**config.mk**
```make
export PLATFORM = sky130hd
export DESIGN_NAME = pit_tsc_freq_calibrator_top
export DESIGN_NICKNAME = d
export VERILOG_FILES = /design/src/rtl/core/pitc_pkg.sv /design/src/rtl/core/pitc_divider.sv /design/src/rtl/core/pitc_datapath.sv /design/src/rtl/core/pitc_ctrl.sv /design/src/rtl/core/pit_tsc_freq_calibrator_top.sv
export SDC_FILE = /design/constraint.sdc
export NUM_CORES = 2
export LEC_CHECK = 0
export ABC_CLOCK_PERIOD_IN_PS = 10950
export BUFFER_PORTS_ARGS = -buffer_cell sky130_fd_sc_hd__buf_2
export CORE_AREA = 3 3 561 563
export DETAILED_ROUTE_END_ITERATION = 8
export DIE_AREA = 0 0 564 566
export PLACE_DENSITY = 0.44
export SLEW_MARGIN = 25
export SYNTH_ARGS = -nofsm -noshare
export SYNTH_HDL_FRONTEND = slang
export SYNTH_SLANG_ARGS = --single-unit
```
**constraint.sdc**
```tcl
create_clock -name clk -period 10.95 [get_ports clk]
set_input_delay 2.19 -clock clk [delete_from_list [all_inputs] [get_ports clk]]
set_output_delay 2.19 -clock clk [all_outputs]
set_load 0.005 [all_outputs]
```
**src/rtl/core/pitc_pkg.sv**
```systemverilog
// ----------------------------------------------------------------------------
// pitc_pkg
// Shared types, constants and reset values for the timestamp frequency
// calibrator: configuration record, phase and controller state codes, and
// the command and status records between controller and datapath.
// ----------------------------------------------------------------------------
package pitc_pkg;

    // Stamp arithmetic width
    localparam int STAMP_W_DEF = 64;

    // Divisor is step * 256000, step up to 255: 26 bits
    localparam int DIV_W = 26;
    localparam logic [17:0] STEP_SCALE = 18'd256000;

    localparam logic [7:0]  BYTE_FIRST  = 8'hFF;
    localparam logic [7:0]  BYTE_SECOND = 8'hFE;
    localparam logic [15:0] MIN_MATCHES = 16'd6;
    localparam int          ERR_SHIFT   = 11;

    // Configuration reset values
    localparam logic [23:0] REF_HZ_RST       = 24'd1193182;
    localparam logic [7:0]  MAX_STEPS_RST    = 8'd116;
    localparam logic [15:0] READ_LIMIT_RST   = 16'd50000;
    localparam logic [6:0]  MAX_ATTEMPTS_RST = 7'd99;
    localparam logic [31:0] DEFAULT_KHZ_RST  = 32'd2500000;

    localparam int CFG_IDX_W  = 3;
    localparam int CFG_DATA_W = 32;

    typedef enum logic [CFG_IDX_W-1:0] {
        CFG_REF_HZ,
        CFG_MAX_STEPS,
        CFG_READ_LIMIT,
        CFG_MAX_ATTEMPTS,
        CFG_DEFAULT_KHZ
    } cfg_index_t;

    typedef struct packed {
        logic [23:0] ref_hz;
        logic [7:0]  max_steps;
        logic [15:0] read_limit;
        logic [6:0]  max_attempts;
        logic [31:0] default_khz;
    } cfg_t;

    typedef enum logic [2:0] {
        PH_IDLE,
        PH_PRIME,
        PH_RUN,
        PH_VERIFY,
        PH_DONE
    } phase_t;

    typedef enum logic [1:0] {
        ST_FAILED     = 2'd0,
        ST_CALIBRATED = 2'd1,
        ST_DEFAULT    = 2'd2
    } out_status_t;

    typedef enum logic [3:0] {
        S_IDLE,
        S_DECODE,
        S_CLOSE,
        S_CHECK,
        S_FAIL,
        S_FIN1,
        S_FIN2,
        S_FIN3,
        S_MUL_LO,
        S_MUL_HI,
        S_DIV_START,
        S_DIV_WAIT,
        S_DIV_END,
        S_EMIT
    } ctrl_state_t;

    typedef enum logic [4:0] {
        OP_NONE,
        OP_LATCH,
        OP_START,
        OP_BEGIN_RUN,
        OP_SAMPLE,
        OP_CLOSE_FIRST,
        OP_CLOSE_LATER,
        OP_ADVANCE,
        OP_VERIFY,
        OP_FAIL,
        OP_FIN1,
        OP_FIN2,
        OP_FIN3,
        OP_MUL_LO,
        OP_MUL_HI,
        OP_DIV_START,
        OP_LOAD_QUOT,
        OP_EMIT
    } dp_op_t;

    typedef struct packed {
        dp_op_t      op;
        out_status_t emit_status;
    } dp_cmd_t;

    typedef struct packed {
        logic start_req;
        logic msb_match;
        logic sample_closes;
        logic run_ok;
        logic step_zero;
        logic max_steps_zero;
        logic err_ge;
        logic step_ge_max;
        logic fail_to_default;
        logic max_attempts_zero;
        logic div_done;
        logic quot_zero;
    } dp_status_t;

endpackage

```
**src/rtl/core/pitc_divider.sv**
```systemverilog
// ----------------------------------------------------------------------------
// pitc_divider
// Restoring divider, one quotient bit per cycle. Pulses done for one cycle
// when the quotient is ready; the quotient holds until the next start.
// ----------------------------------------------------------------------------
module pitc_divider #(
    parameter int DIVIDEND_W = 64,
    parameter int DIVISOR_W  = 26
) (
    input  logic                  clk,
    input  logic                  rst_n,
    input  logic                  start,
    input  logic [DIVIDEND_W-1:0] dividend,
    input  logic [DIVISOR_W-1:0]  divisor,
    output logic                  done,
    output logic [DIVIDEND_W-1:0] quotient
);

    localparam int CNT_W = $clog2(DIVIDEND_W + 1);

    logic                  busy_reg, busy_next;
    logic                  done_reg, done_next;
    logic [CNT_W-1:0]      cnt_reg, cnt_next;
    logic [DIVISOR_W-1:0]  rem_reg;
    logic [DIVIDEND_W-1:0] quo_reg;
    logic [DIVISOR_W-1:0]  divisor_reg;

    logic [DIVISOR_W:0]    rem_shift;
    logic [DIVISOR_W:0]    trial;
    logic                  fits;

    assign rem_shift = {rem_reg, quo_reg[DIVIDEND_W-1]};
    assign trial     = rem_shift - {1'b0, divisor_reg};
    assign fits      = !trial[DIVISOR_W];

    always_comb
    begin
        busy_next = busy_reg;
        cnt_next  = cnt_reg;
        done_next = 1'b0;
        if (start)
        begin
            busy_next = 1'b1;
            cnt_next  = CNT_W'(DIVIDEND_W);
        end
        else if (busy_reg)
        begin
            cnt_next = cnt_reg - CNT_W'(1);
            if (cnt_reg == CNT_W'(1))
            begin
                busy_next = 1'b0;
                done_next = 1'b1;
            end
        end
    end

    always_ff @(posedge clk or negedge rst_n)
    begin
        if (!rst_n)
        begin
            busy_reg <= 1'b0;
            done_reg <= 1'b0;
            cnt_reg  <= '0;
        end
        else
        begin
            busy_reg <= busy_next;
            done_reg <= done_next;
            cnt_reg  <= cnt_next;
        end
    end

    always_ff @(posedge clk)
    begin
        if (start)
        begin
            rem_reg     <= '0;
            quo_reg     <= dividend;
            divisor_reg <= divisor;
        end
        else if (busy_reg)
        begin
            rem_reg <= fits ? trial[DIVISOR_W-1:0] : rem_shift[DIVISOR_W-1:0];
            quo_reg <= {quo_reg[DIVIDEND_W-2:0], fits};
        end
    end

    assign done     = done_reg;
    assign quotient = quo_reg;

endmodule

```
**src/rtl/core/pitc_datapath.sv**
```systemverilog
// ----------------------------------------------------------------------------
// pitc_datapath
// Sample registers, run tracking, gap and error checks, the frequency
// arithmetic (correction, split multiply, serial divide) and the result
// word register. Acts on one command per cycle from the controller.
// ----------------------------------------------------------------------------
module pitc_datapath #(
    parameter int STAMP_W = pitc_pkg::STAMP_W_DEF
) (
    input  logic                clk,
    input  logic                rst_n,
    input  pitc_pkg::cfg_t      cfg,
    input  pitc_pkg::dp_cmd_t   cmd,
    output pitc_pkg::dp_status_t stat,
    input  logic                mode,
    input  logic [7:0]          counter_msb,
    input  logic [63:0]         timestamp,
    output logic [1:0]          status,
    output logic [63:0]         freq_hz
);

    import pitc_pkg::*;

    // Architectural state
    logic [7:0]         expected_reg, expected_next;
    logic [15:0]        match_reg, match_next;
    logic [STAMP_W-1:0] run_last_reg, run_last_next;
    logic [STAMP_W-1:0] base_reg, base_next;
    logic [STAMP_W-1:0] first_gap_reg, first_gap_next;
    logic [STAMP_W-1:0] latest_gap_reg, latest_gap_next;
    logic [7:0]         step_reg, step_next;
    logic [6:0]         attempt_reg, attempt_next;
    logic [STAMP_W-1:0] result_khz_reg, result_khz_next;

    // Working registers
    logic               in_mode_reg;
    logic [7:0]         in_msb_reg;
    logic [STAMP_W-1:0] in_ts_reg;
    logic [STAMP_W-1:0] gap_reg;
    logic [STAMP_W-1:0] elapsed_reg;
    logic [STAMP_W-1:0] diff_reg;
    logic               neg_reg;
    logic [63:0]        prod_reg;
    logic [DIV_W-1:0]   divisor_reg;
    logic [1:0]         out_status_reg;
    logic [63:0]        out_freq_reg;

    logic [15:0]        match_inc;
    logic [15:0]        limit_eff;
    logic [6:0]         attempt_inc;
    logic [STAMP_W-1:0] err_sum;
    logic [STAMP_W-1:0] corrected;
    logic [DIV_W-1:0]   step_scaled;
    logic [63:0]        elapsed64;
    logic [31:0]        mul_a;
    logic [55:0]        mul_p;
    logic [63:0]        khz64;
    logic [63:0]        khz_x1000;
    logic [STAMP_W-1:0] quotient;
    logic               div_done;
    logic               msb_match;

    assign match_inc   = match_reg + 16'd1;
    assign limit_eff   = (cfg.read_limit == '0) ? 16'd1 : cfg.read_limit;
    assign attempt_inc = attempt_reg + 7'd1;
    assign msb_match   = (in_msb_reg == expected_reg);
    assign err_sum     = first_gap_reg + latest_gap_reg;
    assign corrected   = neg_reg ? (elapsed_reg - (diff_reg >> 1))
                                 : (elapsed_reg + (diff_reg >> 1));
    assign step_scaled = DIV_W'(step_reg) * DIV_W'(STEP_SCALE);

    // One 32 x 24 multiplier, used for the low then the high half
    assign elapsed64 = 64'(elapsed_reg);
    assign mul_a     = (cmd.op == OP_MUL_HI) ? elapsed64[63:32] : elapsed64[31:0];
    assign mul_p     = 56'(mul_a) * 56'(cfg.ref_hz);

    // kHz to Hz: 1024 - 16 - 8 = 1000
    assign khz64     = 64'(result_khz_reg);
    assign khz_x1000 = (khz64 << 10) - (khz64 << 4) - (khz64 << 3);

    pitc_divider #(
        .DIVIDEND_W (STAMP_W),
        .DIVISOR_W  (DIV_W)
    ) u_divider (
        .clk      (clk),
        .rst_n    (rst_n),
        .start    (cmd.op == OP_DIV_START),
        .dividend (prod_reg[STAMP_W-1:0]),
        .divisor  (divisor_reg),
        .done     (div_done),
        .quotient (quotient)
    );

    always_comb
    begin
        stat.start_req         = !in_mode_reg;
        stat.msb_match         = msb_match;
        stat.sample_closes     = !msb_match || (match_inc >= limit_eff);
        stat.run_ok            = (match_reg >= MIN_MATCHES);
        stat.step_zero         = (step_reg == '0);
        stat.max_steps_zero    = (cfg.max_steps == '0);
        stat.err_ge            = (err_sum >= (elapsed_reg >> ERR_SHIFT));
        stat.step_ge_max       = (step_reg >= cfg.max_steps);
        stat.fail_to_default   = (attempt_inc >= cfg.max_attempts);
        stat.max_attempts_zero = (cfg.max_attempts == '0);
        stat.div_done          = div_done;
        stat.quot_zero         = (quotient == '0);
    end

    always_comb
    begin
        expected_next   = expected_reg;
        match_next      = match_reg;
        run_last_next   = run_last_reg;
        base_next       = base_reg;
        first_gap_next  = first_gap_reg;
        latest_gap_next = latest_gap_reg;
        step_next       = step_reg;
        attempt_next    = attempt_reg;
        result_khz_next = result_khz_reg;
        unique case (cmd.op)
            OP_START:
            begin
                attempt_next = '0;
                if (cfg.max_attempts == '0)
                begin
                    result_khz_next = STAMP_W'(cfg.default_khz);
                end
                else
                begin
                    result_khz_next = '0;
                    step_next       = '0;
                    match_next      = '0;
                    run_last_next   = '0;
                    expected_next   = BYTE_FIRST;
                end
            end
            OP_BEGIN_RUN:
            begin
                expected_next = BYTE_FIRST;
                match_next    = '0;
                run_last_next = '0;
            end
            OP_SAMPLE:
            begin
                if (msb_match)
                begin
                    match_next    = match_inc;
                    run_last_next = in_ts_reg;
                end
            end
            OP_CLOSE_FIRST:
            begin
                base_next      = run_last_reg;
                first_gap_next = gap_reg;
                step_next      = 8'd1;
                expected_next  = BYTE_SECOND;
                match_next     = '0;
                run_last_next  = '0;
            end
            OP_CLOSE_LATER:
            begin
                latest_gap_next = gap_reg;
            end
            OP_ADVANCE:
            begin
                step_next     = step_reg + 8'd1;
                expected_next = BYTE_SECOND - step_reg;
                match_next    = '0;
                run_last_next = '0;
            end
            OP_VERIFY:
            begin
                expected_next = BYTE_SECOND - step_reg;
            end
            OP_FAIL:
            begin
                attempt_next = attempt_inc;
                if (attempt_inc >= cfg.max_attempts)
                begin
                    result_khz_next = STAMP_W'(cfg.default_khz);
                end
                else
                begin
                    step_next     = '0;
                    match_next    = '0;
                    run_last_next = '0;
                    expected_next = BYTE_FIRST;
                end
            end
            OP_LOAD_QUOT:
            begin
                result_khz_next = quotient;
            end
            OP_NONE, OP_LATCH, OP_FIN1, OP_FIN2, OP_FIN3, OP_MUL_LO, OP_MUL_HI,
            OP_DIV_START, OP_EMIT:
            begin
            end
            default:
            begin
            end
        endcase
    end

    always_ff @(posedge clk or negedge rst_n)
    begin
        if (!rst_n)
        begin
            expected_reg   <= BYTE_FIRST;
            match_reg      <= '0;
            run_last_reg   <= '0;
            base_reg       <= '0;
            first_gap_reg  <= '0;
            latest_gap_reg <= '0;
            step_reg       <= '0;
            attempt_reg    <= '0;
            result_khz_reg <= '0;
        end
        else
        begin
            expected_reg   <= expected_next;
            match_reg      <= match_next;
            run_last_reg   <= run_last_next;
            base_reg       <= base_next;
            first_gap_reg  <= first_gap_next;
            latest_gap_reg <= latest_gap_next;
            step_reg       <= step_next;
            attempt_reg    <= attempt_next;
            result_khz_reg <= result_khz_next;
        end
    end

    always_ff @(posedge clk)
    begin
        unique case (cmd.op)
            OP_LATCH:
            begin
                in_mode_reg <= mode;
                in_msb_reg  <= counter_msb;
                in_ts_reg   <= timestamp[STAMP_W-1:0];
            end
            OP_SAMPLE:
            begin
                gap_reg <= msb_match ? '0 : (in_ts_reg - run_last_reg);
            end
            OP_CLOSE_LATER:
            begin
                elapsed_reg <= run_last_reg - base_reg;
            end
            OP_FIN1:
            begin
                diff_reg    <= latest_gap_reg - first_gap_reg;
                elapsed_reg <= run_last_reg - base_reg;
                divisor_reg <= step_scaled;
            end
            OP_FIN2:
            begin
                // split the signed gap difference into sign and magnitude
                neg_reg  <= diff_reg[STAMP_W-1];
                diff_reg <= diff_reg[STAMP_W-1] ? (STAMP_W'(0) - diff_reg) : diff_reg;
            end
            OP_FIN3:
            begin
                elapsed_reg <= corrected;
            end
            OP_MUL_LO:
            begin
                prod_reg <= 64'(mul_p);
            end
            OP_MUL_HI:
            begin
                prod_reg <= prod_reg + {mul_p[31:0], 32'd0};
            end
            OP_EMIT:
            begin
                out_status_reg <= cmd.emit_status;
                out_freq_reg   <= (cmd.emit_status == ST_FAILED) ? 64'd0 : khz_x1000;
            end
            OP_NONE, OP_START, OP_BEGIN_RUN, OP_CLOSE_FIRST, OP_ADVANCE, OP_VERIFY,
            OP_FAIL, OP_DIV_START, OP_LOAD_QUOT:
            begin
            end
            default:
            begin
            end
        endcase
    end

    assign status  = out_status_reg;
    assign freq_hz = out_freq_reg;

endmodule

```
**src/rtl/core/pitc_ctrl.sv**
```systemverilog
// ----------------------------------------------------------------------------
// pitc_ctrl
// Controller: tracks the calibration phase, sequences each sample through
// decode, run close and error check, drives the finish arithmetic and the
// serial divide, and hands result words to the output register.
// ----------------------------------------------------------------------------
module pitc_ctrl (
    input  logic                 clk,
    input  logic                 rst_n,
    input  logic                 in_valid,
    output logic                 in_ready,
    output logic                 out_valid,
    input  logic                 out_ready,
    output pitc_pkg::dp_cmd_t    cmd,
    input  pitc_pkg::dp_status_t stat
);

    import pitc_pkg::*;

    ctrl_state_t state_reg, state_next;
    phase_t      phase_reg, phase_next;
    out_status_t emit_status_reg, emit_status_next;
    logic        out_valid_reg, out_valid_next;
    dp_op_t      op;

    always_ff @(posedge clk or negedge rst_n)
    begin
        if (!rst_n)
        begin
            state_reg       <= S_IDLE;
            phase_reg       <= PH_IDLE;
            emit_status_reg <= ST_FAILED;
            out_valid_reg   <= 1'b0;
        end
        else
        begin
            state_reg       <= state_next;
            phase_reg       <= phase_next;
            emit_status_reg <= emit_status_next;
            out_valid_reg   <= out_valid_next;
        end
    end

    always_comb
    begin
        state_next       = state_reg;
        phase_next       = phase_reg;
        emit_status_next = emit_status_reg;
        out_valid_next   = out_valid_reg && !out_ready;
        op               = OP_NONE;
        unique case (state_reg)
            S_IDLE:
            begin
                if (in_valid)
                begin
                    op         = OP_LATCH;
                    state_next = S_DECODE;
                end
            end
            S_DECODE:
            begin
                if (stat.start_req)
                begin
                    op = OP_START;
                    if (stat.max_attempts_zero)
                    begin
                        phase_next       = PH_DONE;
                        emit_status_next = ST_DEFAULT;
                        state_next       = S_EMIT;
                    end
                    else
                    begin
                        phase_next = PH_PRIME;
                        state_next = S_IDLE;
                    end
                end
                else
                begin
                    unique case (phase_reg)
                        PH_PRIME:
                        begin
                            // drop the priming sample
                            op         = OP_BEGIN_RUN;
                            phase_next = PH_RUN;
                            state_next = S_IDLE;
                        end
                        PH_RUN:
                        begin
                            op         = OP_SAMPLE;
                            state_next = stat.sample_closes ? S_CLOSE : S_IDLE;
                        end
                        PH_VERIFY:
                        begin
                            state_next = stat.msb_match ? S_FIN1 : S_FAIL;
                        end
                        PH_IDLE, PH_DONE:
                        begin
                            state_next = S_IDLE;
                        end
                        default:
                        begin
                            state_next = S_IDLE;
                        end
                    endcase
                end
            end
            S_CLOSE:
            begin
                if (!stat.run_ok)
                begin
                    state_next = S_FAIL;
                end
                else if (stat.step_zero)
                begin
                    op         = OP_CLOSE_FIRST;
                    state_next = stat.max_steps_zero ? S_FAIL : S_IDLE;
                end
                else
                begin
                    op         = OP_CLOSE_LATER;
                    state_next = S_CHECK;
                end
            end
            S_CHECK:
            begin
                if (stat.err_ge)
                begin
                    if (stat.step_ge_max)
                    begin
                        state_next = S_FAIL;
                    end
                    else
                    begin
                        op         = OP_ADVANCE;
                        state_next = S_IDLE;
                    end
                end
                else
                begin
                    // error small enough: wait for the confirming byte
                    op         = OP_VERIFY;
                    phase_next = PH_VERIFY;
                    state_next = S_IDLE;
                end
            end
            S_FAIL:
            begin
                op = OP_FAIL;
                if (stat.fail_to_default)
                begin
                    phase_next       = PH_DONE;
                    emit_status_next = ST_DEFAULT;
                end
                else
                begin
                    phase_next       = PH_PRIME;
                    emit_status_next = ST_FAILED;
                end
                state_next = S_EMIT;
            end
            S_FIN1:
            begin
                op         = OP_FIN1;
                state_next = S_FIN2;
            end
            S_FIN2:
            begin
                op         = OP_FIN2;
                state_next = S_FIN3;
            end
            S_FIN3:
            begin
                op         = OP_FIN3;
                state_next = S_MUL_LO;
            end
            S_MUL_LO:
            begin
                op         = OP_MUL_LO;
                state_next = S_MUL_HI;
            end
            S_MUL_HI:
            begin
                op         = OP_MUL_HI;
                state_next = S_DIV_START;
            end
            S_DIV_START:
            begin
                op         = OP_DIV_START;
                state_next = S_DIV_WAIT;
            end
            S_DIV_WAIT:
            begin
                if (stat.div_done)
                begin
                    state_next = S_DIV_END;
                end
            end
            S_DIV_END:
            begin
                if (stat.quot_zero)
                begin
                    state_next = S_FAIL;
                end
                else
                begin
                    op               = OP_LOAD_QUOT;
                    phase_next       = PH_DONE;
                    emit_status_next = ST_CALIBRATED;
                    state_next       = S_EMIT;
                end
            end
            S_EMIT:
            begin
                // hold until the output register is free
                if (!out_valid_reg || out_ready)
                begin
                    op             = OP_EMIT;
                    out_valid_next = 1'b1;
                    state_next     = S_IDLE;
                end
            end
            default:
            begin
                state_next = S_IDLE;
            end
        endcase
    end

    assign in_ready        = (state_reg == S_IDLE);
    assign out_valid       = out_valid_reg;
    assign cmd.op          = op;
    assign cmd.emit_status = emit_status_reg;

endmodule

```
**src/rtl/core/pit_tsc_freq_calibrator_top.sv**
```systemverilog
// ----------------------------------------------------------------------------
// A sample or start word is accepted in S_IDLE and decoded in S_DECODE; one
// that closes a run also passes S_CLOSE, and S_CHECK for the error check. A
// result word adds S_EMIT, a failed attempt also S_FAIL; a confirming sample
// runs the finish steps, the split multiply and the serial divide (one quotient
// bit per cycle). A held result word stalls input once the next is due.
// Reset (rst_n, async) idles the block and loads the config defaults.
// ----------------------------------------------------------------------------
// pit_tsc_freq_calibrator_top
// Measures a free running timestamp rate against the high byte of a
// reference down-counter. Holds the configuration registers and joins the
// controller with the datapath.
// ----------------------------------------------------------------------------
module pit_tsc_freq_calibrator_top #(
    parameter int STAMP_WIDTH = pitc_pkg::STAMP_W_DEF
) (
    input  logic                            clk,
    input  logic                            rst_n,
    input  logic                            in_valid,
    output logic                            in_ready,
    input  logic                            mode,
    input  logic [7:0]                      counter_msb,
    input  logic [63:0]                     timestamp,
    output logic                            out_valid,
    input  logic                            out_ready,
    output logic [1:0]                      status,
    output logic [63:0]                     freq_hz,
    input  logic                            cfg_we,
    input  logic [pitc_pkg::CFG_IDX_W-1:0]  cfg_index,
    input  logic [pitc_pkg::CFG_DATA_W-1:0] cfg_data
);

    import pitc_pkg::*;

    cfg_t       cfg_reg, cfg_next;
    dp_cmd_t    cmd;
    dp_status_t stat;

    always_comb
    begin
        cfg_next = cfg_reg;
        if (cfg_we)
        begin
            unique case (cfg_index_t'(cfg_index))
                CFG_REF_HZ:       cfg_next.ref_hz       = cfg_data[23:0];
                CFG_MAX_STEPS:    cfg_next.max_steps    = cfg_data[7:0];
                CFG_READ_LIMIT:   cfg_next.read_limit   = cfg_data[15:0];
                CFG_MAX_ATTEMPTS: cfg_next.max_attempts = cfg_data[6:0];
                CFG_DEFAULT_KHZ:  cfg_next.default_khz  = cfg_data[31:0];
                default:
                begin
                    // drop writes to unused indexes
                end
            endcase
        end
    end

    always_ff @(posedge clk or negedge rst_n)
    begin
        if (!rst_n)
        begin
            cfg_reg.ref_hz       <= REF_HZ_RST;
            cfg_reg.max_steps    <= MAX_STEPS_RST;
            cfg_reg.read_limit   <= READ_LIMIT_RST;
            cfg_reg.max_attempts <= MAX_ATTEMPTS_RST;
            cfg_reg.default_khz  <= DEFAULT_KHZ_RST;
        end
        else
        begin
            cfg_reg <= cfg_next;
        end
    end

    pitc_ctrl u_ctrl (
        .clk       (clk),
        .rst_n     (rst_n),
        .in_valid  (in_valid),
        .in_ready  (in_ready),
        .out_valid (out_valid),
        .out_ready (out_ready),
        .cmd       (cmd),
        .stat      (stat)
    );

    pitc_datapath #(
        .STAMP_W (STAMP_WIDTH)
    ) u_datapath (
        .clk         (clk),
        .rst_n       (rst_n),
        .cfg         (cfg_reg),
        .cmd         (cmd),
        .stat        (stat),
        .mode        (mode),
        .counter_msb (counter_msb),
        .timestamp   (timestamp),
        .status      (status),
        .freq_hz     (freq_hz)
    );

endmodule

```
==> run summary <==
The worst hold path belongs to the class flip-flop to flip-flop. The number of buffer and inverter instances along the worst setup path is 8. The fill cell total of the finished layout is 32.3k. The worst slew margin relative to its limit came out at 26.3%. The largest net degree at the start of global routing is 123. The final hold violation count is 0. The minimum setup slack in the final design is 455 ps.

The run finished with clean final reports. The remaining number of nets flagged by the antenna check after routing came out at 0. The standard cell core area came out at 309000 um^2. The max-capacitance violation count is 0.

The top-level I/O count came out at 181. Summed over all instances, the cell type with the most area after synthesis is fa_1. The CTS buffer count came out at 117. The register with the most flip-flops in the layout has 87 of them.

Setup repair after global routing could not meet its margin everywhere. In the final design database the tool counted 12.0k nets. The cell family contributing the most delay on the critical path is adder cells.

In the global route stage, overall resource usage came out at 21.2%. The worst clock skew on the final layout came out at 39.1 ps. The horizontal extent of the die is 564 um.

The kind of critical path is flip-flop to flip-flop. Once the floorplan was initialized, standard cells occupied 30.0% of the core. The relative area change from synthesis to final layout came out at 12.9%. In this run the mean area of a mapped cell was 9.14 um^2. The layout cell share with drive strength beyond 1 came out at 10.1%. The flip-flop and latch count after synthesis is 975. In the synthesized netlist the dominant register cell turns out to be edfxtp_1. The total number of yosys warnings came out at 0. The count of flip-flops with a built-in enable after synthesis came out at 487.

The count of standard-cell rows is 204. The post-placement worst setup slack is 228 ps. In this run the biggest area consumer among cell types represents 15.9% of the synthesized area. The worst-path maximum fanout came out at 16.

The maximum operating frequency came out at 95.3 MHz. The area used by multi-input combinational logic came out at 60100 um^2. The clock sink count is 975. The synthesized netlist contains 105 unique library cells. The proportion of synthesized flip-flops having asynchronous set or reset is 47.4%. The clock-pin slew reported for the worst setup and hold paths after clock tree synthesis came out at 60 ps.

On the worst path, the slowest cell contributes a delay of 690 ps. The overall routed net length came out at 343 mm. Summed over all layers, the global routing overflow is 0.

The critical path arrival came out at 11000 ps. The via count of the routed design is 74.7k. The post-route clock period utilization came out at 95.8%. At the pin with the least slew margin, the transition time is 1100 ps. The cell count after synthesis came out at 10.2k. The final number of setup-violating endpoints is 0. The max-slew violation count was 0. The average routed wire per standard cell is 23.4 um. The final critical-path required period came out at 10500 ps. The H-tree depth came out at 3. In this run the clock root is driven by a clkbuf_16. The via count of the first global-routing pass is 77.3k. The cell type with the highest occurrence count on the critical path is fa_1.

The post-synthesis sequential area ratio is 28.8%. The kind of end point of the critical path is a flip-flop. For the worst-skew pair, the clock arrives at the later sink with an insertion delay of 780 ps. For this run, design rule violations remaining after detail routing come to 0. The register area is 26800 um^2. The number of antenna violations at the first check in global routing is 22. The required time at the worst-slack endpoint is 11450 ps. The number of design-rule violations left by the first detailed-router iteration is 4659. In the routed layout, each cell is associated on average with a via count of 5.10. No sink is reached through more buffers than the 3 on the longest clock path. The final HPWL from detailed placement came out at 281 mm. The synthesized netlist occupies a cell area of 92900 um^2. The die area came out at 319000 um^2. For this design, the slowest cell found on the critical path is fa_1. After synthesis, the cell types taking the most area are fa_1 16%, edfxtp_1 16%, dfrtp_1 11%. The number of port buffers is 177. The first global-routing pass estimated 515 mm of wire.

STA classifies the critical path startpoint as a flip-flop. At the end of routability-driven placement, the weighted congestion stood at 0.925. TritonCTS built the clock tree. The first-pass iteration count of the detailed router is 6.

Measured along the y axis, the die boundary spans 566 um.
path summary, 6_finish.rpt:
| check | slack (ps) | cells past startpoint | end | start |
|---|---|---|---|---|
| max reg2reg | 450 | 40 | u_datapath.prod_reg[54] | u_datapath.match_reg[13] |
| min | 420 | 0 | u_datapath.u_divider.divisor_reg[16] | u_datapath.divisor_reg[16] |
| max in group asynchronous | 7640 | 3 | cfg_reg[84] | rst_n |
| max | 450 | 40 | u_datapath.prod_reg[54] | u_datapath.match_reg[13] |
| min reg2reg | 420 | 0 | u_datapath.u_divider.divisor_reg[16] | u_datapath.divisor_reg[16] |
| min in group asynchronous | 1380 | 1 | u_datapath.first_gap_reg[52] | rst_n |
synth_stat cells (41+ instances only):
library cell and number:
inv_1 1281, dfrtp_1 421, a22o_1 110, xor2_1 184, o31ai_1 58, a211oi_1 41
nand3_1 159, o21bai_1 82, edfxtp_1 487, a21oi_1 623, a31oi_1 67, fa_1 740
nand4_1 78, nor4_1 88, a21o_1 247, nand2_1 1213, xnor2_1 380, nor2_1 533
nor2b_1 76, o21a_1 63, o21ai_0 536, and2_1 412, and3_1 65, ha_1 742
mux2_2 138, o22ai_1 64, clkbuf_1 390, a221oi_1 47, nand2b_1 81, dfstp_2 41
nor3_1 132
routing by layer:
metal / vias up / track usage, % / routed length, um
met5: - / 0 / 13
met4: 2 / 5.39 / 9900
met3: 347 / 1.87 / 11900
met2: 1605 / 37.1 / 170000
met1: 37800 / 28.0 / 152000
li1: 34974 / - / -
cells in the final DEF (no fill, tap or decap), drive strengths merged, types with 64 or more instances in the layout:
master | synthesis | layout
o21ai | 546 | 546
buf | 55 | 568
fa | 740 | 740
xnor2 | 380 | 380
xor2 | 184 | 184
clkbuf | 390 | 163
nand4 | 79 | 79
dfrtp | 421 | 421
nor3 | 134 | 134
nor2 | 533 | 533
nand2 | 1213 | 1213
nor4 | 93 | 93
ha | 742 | 742
nand3 | 160 | 160
inv | 1283 | 1289
and3 | 65 | 65
a21o | 247 | 247
a22o | 110 | 110
nor2b | 76 | 76
a31oi | 69 | 69
a21oi | 624 | 624
o22ai | 64 | 64
edfxtp | 487 | 487
and2 | 413 | 413
o21bai | 82 | 82
mux2 | 138 | 138
nand2b | 81 | 81
area by class of cell:
| type | instances | share of cell area [%] |
|---|---|---|
| diodes | 18 | 0.0429 |
| flip-flops and latches | 975 | 25.5 |
| repair buffers | 568 | 3.95 |
| clock buffers | 163 | 3.12 |
| well taps | 4120 | 4.91 |
| clock inverters | 61 | 0.588 |
| inverters | 1286 | 4.60 |
| multi-input cells | 7466 | 57.3 |
through the flow:
stage | hold WS [ps] | setup TNS (ps) | cells | instance area, um^2 | util (%)
after detailed placement | 405 | 0 | 14410 | 101000 | 32.6
final | 416 | 0 | 14657 | 105000 | 33.9
after global placement | 404 | 0 | 14409 | 101000 | 32.6
after floorplan | 400 | 0 | 10172 | 92900 | -
after global routing | 426 | -19.7 | 14655 | 105000 | 33.9
after CTS | 417 | 0 | 14634 | 105000 | 33.8
cell families after synthesis:
family                   share of synthesized area (%)
XOR/XNOR                                          5.32
buffers and inverters                             7.07
AO/OA/AOI/OAI                                     15.5
other                                          0.00403
flip-flops                                        28.8
multiplexers                                      2.09
AND/OR/NAND/NOR                                   15.3
adder cells (fa/ha/maj)                           25.9
repair_timing:
item                                   CTS  global route
setup endpoints to repair                0            10
buffers inserted                         0             5
hold buffers                             0             0
gates resized for setup                  0            22
endpoints found under the hold margin    0             0
Power is left out: the tool's default activity adds up to more than one toggle a clock period on the data nets, which glitch-free logic cannot reach.
